File: src/hw/rtl/avapm_pkg.sv
// ----------------------------------------------------------------------------
// avapm_pkg
// shared types, constants and the segment lookup of the averaged panel meter
// ----------------------------------------------------------------------------
package avapm_pkg;

    parameter int unsigned WINDOW_DEF = 12;

    parameter logic [11:0] REF_MV_RESET = 12'd3300;
    parameter logic [12:0] MA_MAX       = 13'd8191;
    parameter logic [7:0]  SEG_DOT      = 8'h80;

    // current x reference x 100 / 192465 taken as a multiply by
    // ceil(2^40 * 100 / 192465) and a shift by 40, exact for 24-bit products
    parameter logic [29:0] MA_RECIP     = 30'd571278741;

    typedef struct packed {
        logic [11:0] voltage_sample;
        logic [11:0] current_sample;
    } t_in_item;

    typedef struct packed {
        logic [15:0] voltage_mv;
        logic [12:0] current_ma;
        logic [7:0]  seg_volt_tens;
        logic [7:0]  seg_volt_units;
        logic [7:0]  seg_volt_tenths;
        logic [7:0]  seg_volt_hundredths;
        logic [7:0]  seg_amp_units;
        logic [7:0]  seg_amp_tenths;
        logic [7:0]  seg_amp_hundredths;
        logic [7:0]  seg_amp_thousandths;
    } t_out_item;

    // gfedcba in bits 6..0, decimal point off
    function automatic logic [7:0] seg_code(input logic [3:0] digit);
        logic [7:0] seg;
        case (digit)
            4'd0:    seg = 8'h3f;
            4'd1:    seg = 8'h06;
            4'd2:    seg = 8'h5b;
            4'd3:    seg = 8'h4f;
            4'd4:    seg = 8'h66;
            4'd5:    seg = 8'h6d;
            4'd6:    seg = 8'h7d;
            4'd7:    seg = 8'h07;
            4'd8:    seg = 8'h7f;
            4'd9:    seg = 8'h6f;
            default: seg = 8'h00;
        endcase
        return seg;
    endfunction

endpackage

File: src/hw/rtl/averaged_volt_amp_panel_meter_top.sv
// ----------------------------------------------------------------------------
// averaged_volt_amp_panel_meter_top
// moving-average volt/amp meter with scaling and seven-segment digit encoding
// ----------------------------------------------------------------------------
// One item carries a raw voltage and a raw current sample and yields one result
// item: millivolts, milliamps and eight segment patterns. Items are handled one
// at a time; an accepted item passes the window update, the restoring divider
// for the average, which retires one quotient bit per cycle over the sum width,
// the compensation, the scaling multiplies and a 16-step double-dabble pass that
// converts both readings to decimal in parallel, and its result is then loaded
// into the output register once that register is free. The next item can be
// taken as soon as the result is loaded. The millivolt scaling divides by 4095
// with a shift-and-add reciprocal and the milliamp scaling uses a reciprocal
// multiply. The raw voltage samples sit in a small synchronous ring memory read
// at acceptance and written back in the following cycle, before the next item
// can be taken. The result register frees the input side: a new item may be
// accepted while the previous result still waits. The reference register may be
// written at any time the block is idle and is always ready.
// ----------------------------------------------------------------------------
module averaged_volt_amp_panel_meter_top #(
    parameter int unsigned WINDOW = avapm_pkg::WINDOW_DEF
) (
    input  logic                 i_clk,
    input  logic                 i_rst_n,
    // reference register write
    input  logic                 i_cfg_valid,
    output logic                 o_cfg_ready,
    input  logic [11:0]          i_cfg_data,
    // sample items
    input  logic                 i_in_valid,
    output logic                 o_in_ready,
    input  avapm_pkg::t_in_item  i_in_item,
    // result items
    output logic                 o_out_valid,
    input  logic                 i_out_ready,
    output avapm_pkg::t_out_item o_out_item
);

    localparam int unsigned SLOT_W    = $clog2(WINDOW);
    localparam int unsigned FILL_W    = $clog2(WINDOW + 1);
    localparam int unsigned SUM_W     = 12 + $clog2(WINDOW);
    localparam int unsigned DIV_W     = SUM_W;            // divider shift register
    localparam int unsigned DEN_W     = FILL_W;           // divisor up to the window
    localparam int unsigned BCD_STEPS = 16;
    localparam int unsigned CNT_W     = $clog2(BCD_STEPS + 1);
    localparam int unsigned VP_W      = 28;               // compensated volts x ref
    localparam int unsigned BCD_W     = 20;               // five decimal digits

    typedef enum logic [3:0] {
        S_IDLE,
        S_UPDATE,
        S_DIV_AVG,
        S_COMP,
        S_MUL,
        S_MUL2,
        S_SCALE,
        S_BCD,
        S_OUT
    } t_state;

    // control state
    t_state              r_state;
    logic [11:0]         r_ref_mv;
    logic [SUM_W-1:0]    r_sum;
    logic [SLOT_W-1:0]   r_slot;
    logic [FILL_W-1:0]   r_fill;
    logic                r_out_valid;
    logic [CNT_W-1:0]    r_cnt;

    // payload
    logic [11:0]         r_v;
    logic [11:0]         r_c;
    logic [11:0]         r_ring_q;
    logic [11:0]         r_avg;
    logic [15:0]         r_comp;
    logic [VP_W-1:0]     r_vprod;
    logic [23:0]         r_cprod;
    logic [39:0]         r_mv_a;
    logic [32:0]         r_mv_b;
    logic [53:0]         r_ma_prod;
    logic [15:0]         r_mv;
    logic [12:0]         r_ma;
    logic [DIV_W-1:0]    r_q;
    logic [DEN_W-1:0]    r_rem;
    logic [DEN_W-1:0]    r_den;
    logic [15:0]         r_bin_v;
    logic [15:0]         r_bin_a;
    logic [BCD_W-1:0]    r_bcd_v;
    logic [15:0]         r_bcd_a;
    avapm_pkg::t_out_item r_out;

    // sample ring memory
    logic [11:0]         r_ring [WINDOW];

    // combinational helpers
    logic                win_full;
    logic [SUM_W-1:0]    n_sum;
    logic [DEN_W-1:0]    n_den;
    logic [DEN_W:0]      rem_sh;
    logic                fits;
    logic [DEN_W:0]      rem_diff;
    logic [DEN_W-1:0]    n_rem;
    logic [DIV_W-1:0]    n_q;
    logic [15:0]         avg_x10;
    logic [15:0]         n_comp;
    logic [39:0]         mv_sum;
    logic [15:0]         n_mv;
    logic [13:0]         ma_raw;
    logic [12:0]         n_ma;
    logic                in_acc;

    // one double-dabble step: adjust each digit, then shift in the next bit
    function automatic logic [BCD_W-1:0] dd_step(input logic [BCD_W-1:0] bcd,
                                                 input logic bin_bit);
        logic [BCD_W-1:0] adj;
        adj = bcd;
        for (int k = 0; k < BCD_W / 4; k++) begin
            if (adj[k*4 +: 4] >= 4'd5) begin
                adj[k*4 +: 4] = adj[k*4 +: 4] + 4'd3;
            end
        end
        return {adj[BCD_W-2:0], bin_bit};
    endfunction

    assign in_acc      = i_in_valid && o_in_ready;
    assign o_in_ready  = (r_state == S_IDLE);
    assign o_cfg_ready = 1'b1;
    assign o_out_valid = r_out_valid;
    assign o_out_item  = r_out;

    // window update: warm-up adds, full window swaps oldest for newest
    always_comb begin
        win_full = (r_fill == FILL_W'(WINDOW));
        if (win_full) begin
            n_sum = r_sum - SUM_W'(r_ring_q) + SUM_W'(r_v);
            n_den = DEN_W'(WINDOW);
        end else begin
            n_sum = r_sum + SUM_W'(r_v);
            n_den = DEN_W'(r_fill) + DEN_W'(1);
        end
    end

    // restoring divider step for the average, one quotient bit per cycle
    always_comb begin
        rem_sh   = {r_rem, r_q[DIV_W-1]};
        fits     = (rem_sh >= {1'b0, r_den});
        rem_diff = rem_sh - {1'b0, r_den};
        n_rem    = fits ? rem_diff[DEN_W-1:0] : rem_sh[DEN_W-1:0];
        n_q      = {r_q[DIV_W-2:0], fits};
    end

    // current compensation, floored at zero; scaling; milliamp saturation
    always_comb begin
        avg_x10 = 16'(r_avg) * 16'd10;
        n_comp  = (avg_x10 > 16'(r_c)) ? (avg_x10 - 16'(r_c)) : 16'd0;
        // x / 4095 as x * (2^28 + 2^16 + 2^4 + 1) >> 40, exact below 2^28
        mv_sum  = r_mv_a + 40'(r_mv_b[32:16]);
        n_mv    = mv_sum[39:24];
        ma_raw  = r_ma_prod[53:40];
        n_ma    = (ma_raw > 14'(avapm_pkg::MA_MAX)) ? avapm_pkg::MA_MAX : ma_raw[12:0];
    end

    // ring: read at acceptance, written back in the update cycle
    always_ff @(posedge i_clk) begin
        if (in_acc) begin
            r_ring_q <= r_ring[r_slot];
        end
        if (r_state == S_UPDATE) begin
            r_ring[r_slot] <= r_v;
        end
    end

    always_ff @(posedge i_clk) begin
        if (!i_rst_n) begin
            r_state     <= S_IDLE;
            r_ref_mv    <= avapm_pkg::REF_MV_RESET;
            r_sum       <= '0;
            r_slot      <= '0;
            r_fill      <= '0;
            r_out_valid <= 1'b0;
            r_cnt       <= '0;
        end else begin
            if (i_cfg_valid) begin
                r_ref_mv <= i_cfg_data;
            end
            if (r_out_valid && i_out_ready) begin
                r_out_valid <= 1'b0;
            end

            unique case (r_state)
                S_IDLE: begin
                    if (i_in_valid) begin
                        r_v     <= i_in_item.voltage_sample;
                        r_c     <= i_in_item.current_sample;
                        r_state <= S_UPDATE;
                    end
                end

                S_UPDATE: begin
                    r_sum  <= n_sum;
                    r_slot <= (r_slot == SLOT_W'(WINDOW - 1)) ? '0 : r_slot + SLOT_W'(1);
                    if (!win_full) begin
                        r_fill <= r_fill + FILL_W'(1);
                    end
                    // sum over fill count or window
                    r_q     <= n_sum;
                    r_rem   <= '0;
                    r_den   <= n_den;
                    r_cnt   <= CNT_W'(SUM_W);
                    r_state <= S_DIV_AVG;
                end

                S_DIV_AVG: begin
                    r_q   <= n_q;
                    r_rem <= n_rem;
                    r_cnt <= r_cnt - CNT_W'(1);
                    if (r_cnt == CNT_W'(1)) begin
                        r_avg   <= n_q[11:0];
                        r_state <= S_COMP;
                    end
                end

                S_COMP: begin
                    r_comp  <= n_comp;
                    r_state <= S_MUL;
                end

                S_MUL: begin
                    r_vprod <= VP_W'(r_comp) * VP_W'(r_ref_mv);
                    r_cprod <= 24'(r_c) * 24'(r_ref_mv);
                    r_state <= S_MUL2;
                end

                S_MUL2: begin
                    // millivolt partials: product x 4097 and product x 17
                    r_mv_a    <= 40'({r_vprod, 12'd0}) + 40'(r_vprod);
                    r_mv_b    <= 33'({r_vprod, 4'd0}) + 33'(r_vprod);
                    r_ma_prod <= 54'(r_cprod) * 54'(avapm_pkg::MA_RECIP);
                    r_state   <= S_SCALE;
                end

                S_SCALE: begin
                    r_mv    <= n_mv;
                    r_ma    <= n_ma;
                    r_bin_v <= n_mv;
                    r_bin_a <= 16'(n_ma);
                    r_bcd_v <= '0;
                    r_bcd_a <= '0;
                    r_cnt   <= CNT_W'(BCD_STEPS);
                    r_state <= S_BCD;
                end

                S_BCD: begin
                    r_bcd_v <= dd_step(r_bcd_v, r_bin_v[15]);
                    r_bcd_a <= 16'(dd_step(BCD_W'(r_bcd_a), r_bin_a[15]));
                    r_bin_v <= {r_bin_v[14:0], 1'b0};
                    r_bin_a <= {r_bin_a[14:0], 1'b0};
                    r_cnt   <= r_cnt - CNT_W'(1);
                    if (r_cnt == CNT_W'(1)) begin
                        r_state <= S_OUT;
                    end
                end

                S_OUT: begin
                    // wait for the result register to free up
                    if (!r_out_valid || i_out_ready) begin
                        r_out.voltage_mv          <= r_mv;
                        r_out.current_ma          <= r_ma;
                        r_out.seg_volt_tens       <= avapm_pkg::seg_code(r_bcd_v[19:16]);
                        r_out.seg_volt_units      <= avapm_pkg::seg_code(r_bcd_v[15:12])
                                                     | avapm_pkg::SEG_DOT;
                        r_out.seg_volt_tenths     <= avapm_pkg::seg_code(r_bcd_v[11:8]);
                        r_out.seg_volt_hundredths <= avapm_pkg::seg_code(r_bcd_v[7:4]);
                        r_out.seg_amp_units       <= avapm_pkg::seg_code(r_bcd_a[15:12])
                                                     | avapm_pkg::SEG_DOT;
                        r_out.seg_amp_tenths      <= avapm_pkg::seg_code(r_bcd_a[11:8]);
                        r_out.seg_amp_hundredths  <= avapm_pkg::seg_code(r_bcd_a[7:4]);
                        r_out.seg_amp_thousandths <= avapm_pkg::seg_code(r_bcd_a[3:0]);
                        r_out_valid               <= 1'b1;
                        r_state                   <= S_IDLE;
                    end
                end

                default: r_state <= S_IDLE;
            endcase
        end
    end

    // ------------------------------------------------------------------------
    // assertions
    // ------------------------------------------------------------------------

    // fill count saturates at the window and the write slot stays in range
    a_fill_range: assert property (@(posedge i_clk) disable iff (!i_rst_n)
        (r_fill <= FILL_W'(WINDOW)) && (r_slot <= SLOT_W'(WINDOW - 1)))
        else $error("fill count or write slot out of range");

    // the divider never runs with a zero divisor
    a_den_nonzero: assert property (@(posedge i_clk) disable iff (!i_rst_n)
        (r_state == S_DIV_AVG) |-> (r_den != '0))
        else $error("divider running with zero divisor");

    // an accepted item blocks the input until its result is posted
    a_one_item: assert property (@(posedge i_clk) disable iff (!i_rst_n)
        in_acc |=> !o_in_ready)
        else $error("input accepted while an item is in flight");

    // a pending result is never overwritten before it is taken
    a_no_overwrite: assert property (@(posedge i_clk) disable iff (!i_rst_n)
        (r_out_valid && !i_out_ready) |=> (r_out_valid && $stable(r_out)))
        else $error("pending result overwritten");

endmodule
File: config.mk
export PLATFORM = sky130hd
export DESIGN_NAME = averaged_volt_amp_panel_meter_top
export DESIGN_NICKNAME = d
export VERILOG_FILES = /design/src/hw/rtl/avapm_pkg.sv /design/src/hw/rtl/averaged_volt_amp_panel_meter_top.sv
export SDC_FILE = /design/constraint.sdc
export NUM_CORES = 2
export LEC_CHECK = 0
export ABC_AREA = 0
export BUFFER_PORTS_ARGS = -buffer_cell sky130_fd_sc_hd__buf_2
export CORE_UTILIZATION = 40
export DETAILED_ROUTE_END_ITERATION = 7
export PLACE_DENSITY = 0.55
export SLEW_MARGIN = 20
export SYNTH_ARGS = -nofsm -noshare
export SYNTH_HDL_FRONTEND = slang
export SYNTH_SLANG_ARGS = --single-unit
File: constraint.sdc
create_clock -name i_clk -period 11.1 [get_ports i_clk]
set_clock_uncertainty 0.15 [all_clocks]
set_input_delay 2.22 -clock i_clk [delete_from_list [all_inputs] [get_ports i_clk]]
set_output_delay 2.22 -clock i_clk [all_outputs]
set_load 0.05 [all_outputs]
==> key figures <==
Run status
  – Status: completed

Floorplan
  – Die height: 345 microns
  – Ports: 137
  – Die Area: about 120000 sq um
  – Die X-Extent: around 340 microns
  – Initial Utilization: 0.404
  – Row count: 125
  – Core area: 116000 sq um

Critical path
  – CP Max Fanout: 7
  – CP endpoint kind: register
  – Worst Path Arrival: 7.10 ns
  – Startpoint types: register
  – Crit Path Class: register to register
  – R2r startpoint: r_cprod[6]
  – R2R cell count: 21
  – FF-to-FF End: r_ma_prod[46]
  – Worst EP required: 11.34 ns
  – Flop2flop setup slack: 4.24 ns

Synth
  – Post-synthesis cell type count: 85
  – Main synth FF type: edfxtp_1
  – Flops & latches, synth: 583
  – Synth area leaders: edfxtp_1 34%, fa_1 18%, ha_1 16%
  – Avg Inst Size Synth: roughly 11 sq um
  – Mapped Cells: 4161
  – Share of the synthesized area in the top cell type: 0.343
  – Syn. warnings: 0
  – Ys async rst share: 0
  – Post-synthesis sequential area ratio: 0.363
  – Post-Synthesis Cell Area: 47000 sq um
  – Post-synth EDFFs: roughly 540
  – Yosys top cell by area: edfxtp_1

Clocking
  – Post-CTS sizing: 0
  – # hold bufs at CTS: 0
  – CTS root buf: clkbuf_16
  – Clock buffer count from CTS: 70
  – Postcts setup bufs: 0
  – Clock Sinks: a little under 600
  – CTS tree: done
  – Clock latency on the worst-skew pair: 0.64 ns
  – H-tree depth: 3
  – CTS Buffer Depth: 3
  – Clock slew at reported path FFs: 0.06 ns

Hold path
  – Hold Path Class: register to register
  – Hold Path Origin: r_mv[6]
  – Hold Path Stages: 0
  – WHS Endpoint: o_out_item[83]

Cells and area
  – Layout cells sized above 1: 0.0917
  – Reg area: between 15000 and 20000 sq um
  – Multi-input gate area: about 27000 sq um
  – Synth-to-layout area growth: 9.89%
  – Antenna cell count: 0
  – Fillers: 10900
  – Commonest non-fill, non-tap cell in the layout: inv_1
  – Final #Nets: 5335
  – Commonest cells after routing, fill and taps aside: 703 x inv_1, 600 x ha_1, 537 x edfxtp_1, 421 x fa_1, 361 x nand2_1

Placed design
  – DP HPWL: between 70000 and 80000 microns
  – Final RePlAce weighted congestion: between 0.8 and 0.9
  – Port buffer count: 127

Global route
  – Grt ovf: 0
  – Largest net degree at the start of global routing: 72
  – Initial antenna violation count: 0
  – First-pass GRT wire length: 166000 microns
  – Total GRT Usage: 0.178
  – Vias in the first global route: a little over 30000

STA
  – Worst slew pin tran: 1.11 ns
  – Rel. slew slack: 0.260
  – Final setup fails: 0
  – Final Hold Vio Count: 0
  – Final period util: 0.618
  – Max-slew violations: 0
  – Setup_tns: 0 ns
  – Maximum clock rate: between 0.1 and 0.15 GHz
  – RSZ-0062 raised after global routing: false
  – Min cycle time layout: 6.86 ns

Routing
  – Starting DRC count in detailed routing: 1408
  – Post-route DRC: 0
  – Detail Route Antenna Nets: 0
  – Via density per instance: 4.97
  – Final WL: 102000 microns
  – Via count: 29100
  – WL/cell: approximately 17 microns
  – DR pass1 iterations: 5

Job
  – Max-cap viol count: 0
-- registers in the layout (all words and copies together) (netlist names), 17 cells and up --
| signal | cells |
|---|---|
| r_ring | 144 |
| o_out_item | 85 |
| r_mv_a | 40 |
| r_vprod | 28 |
| r_cprod | 24 |
| r_bcd_v | 20 |
| r_mv_b | 17 |
-- worst max-delay path, cell delays in order, from the launching register on --
cell       delay [ns]
edfxtp_1         0.56
ha_1             0.42
ha_1             0.30
inv_1            0.05
fa_1             0.50
inv_1            0.06
fa_1             0.49
inv_1            0.05
fa_1             0.47
fa_1             0.54
inv_1            0.06
fa_1             0.47
ha_1             0.32
nand4_1          0.12
a21oi_1          0.06
a2111oi_0        0.58
a21oi_1          0.18
o21ai_2          0.38
o21ai_0          0.30
a21oi_1          0.29
o21bai_1         0.11
xor2_1           0.14
-- cells in the mapped netlist (all sizes together), types with 5 or more instances --
| cell type | number |
|---|---|
| o211ai | 9 |
| mux4 | 36 |
| a2111oi | 6 |
| nand3 | 36 |
| o31a | 5 |
| dfxtp | 46 |
| xor2 | 48 |
| clkbuf | 108 |
| mux2i | 38 |
| ha | 600 |
| nand4 | 24 |
| and4 | 9 |
| nor2 | 184 |
| buf | 21 |
| nor3b | 5 |
| o21a | 16 |
| xnor2 | 131 |
| o22ai | 17 |
| a211o | 7 |
| mux2 | 28 |
| nor2b | 23 |
| o221a | 8 |
| or2 | 19 |
| nand2b | 40 |
| a31oi | 7 |
| or3 | 8 |
| o21bai | 9 |
| a21o | 59 |
| a21boi | 7 |
| and3 | 23 |
| nand3b | 5 |
| nand2 | 361 |
| fa | 421 |
| and2 | 150 |
| a211oi | 28 |
| inv | 703 |
| o21ai | 143 |
| o31ai | 5 |
| edfxtp | 537 |
| a21oi | 138 |
| nor3 | 42 |
-- metrics by stage --
step	area, sq um	worst slack [ns]	utilization	hold WS (ns)	cells
after floorplan	47000	1.59	-	0.250	4168
after global placement	49400	4.21	0.424	0.252	5725
after detailed placement	49400	4.14	0.424	0.255	5725
after CTS	51700	4.13	0.444	0.268	5853
after global routing	51700	3.81	0.444	0.273	5853
final	51700	4.24	0.444	0.268	5853
-- metal layers --
metal	routed length, microns	track usage	up-vias
met2	49600	0.306	429
met5	0	0	-
met3	3230	0.0213	110
met1	46400	0.236	14400
met4	2320	0.0480	0
li1	-	-	14200
-- final cells by class --
class / count / share of cell area
clock buffer: 87 / 0.0367
multi-input combinational: 2753 / 0.521
clock inverter: 41 / 0.00736
timing repair buffer: 162 / 0.0174
inverter: 703 / 0.0511
sequential: 583 / 0.330
tap: 1524 / 0.0369
-- kinds of logic (layout without fill, tap and decap cells) --
family          after synthesis  count (layout)  synth area share
other cells                   2               9          0.000160
xor+xnor                    179             179            0.0333
mux                         102             102            0.0320
buf+inv                     832             993            0.0674
compound gates              501             501            0.0694
fa+ha+maj                  1021            1021             0.339
flops                       583             583             0.363
simple gates                941             941            0.0961
-- worst max path at each step --
stage                from       endpoint  slack (ns)  cells after the start
2_1_floorplan     i_rst_n  o_out_item[0]        1.59                      3
3_3_place_gp   r_cprod[6]  r_ma_prod[46]        4.21                     21
3_5_place_dp   r_cprod[6]  r_ma_prod[53]        4.14                     21
4_1_cts        r_cprod[6]  r_ma_prod[53]        4.13                     21
5_1_grt        r_cprod[6]  r_ma_prod[46]        3.81                     21
6_report       r_cprod[6]  r_ma_prod[46]        4.24                     21
Power is left out: the tool's default activity adds up to more than one toggle a clock period on the data nets, which glitch-free logic cannot reach.
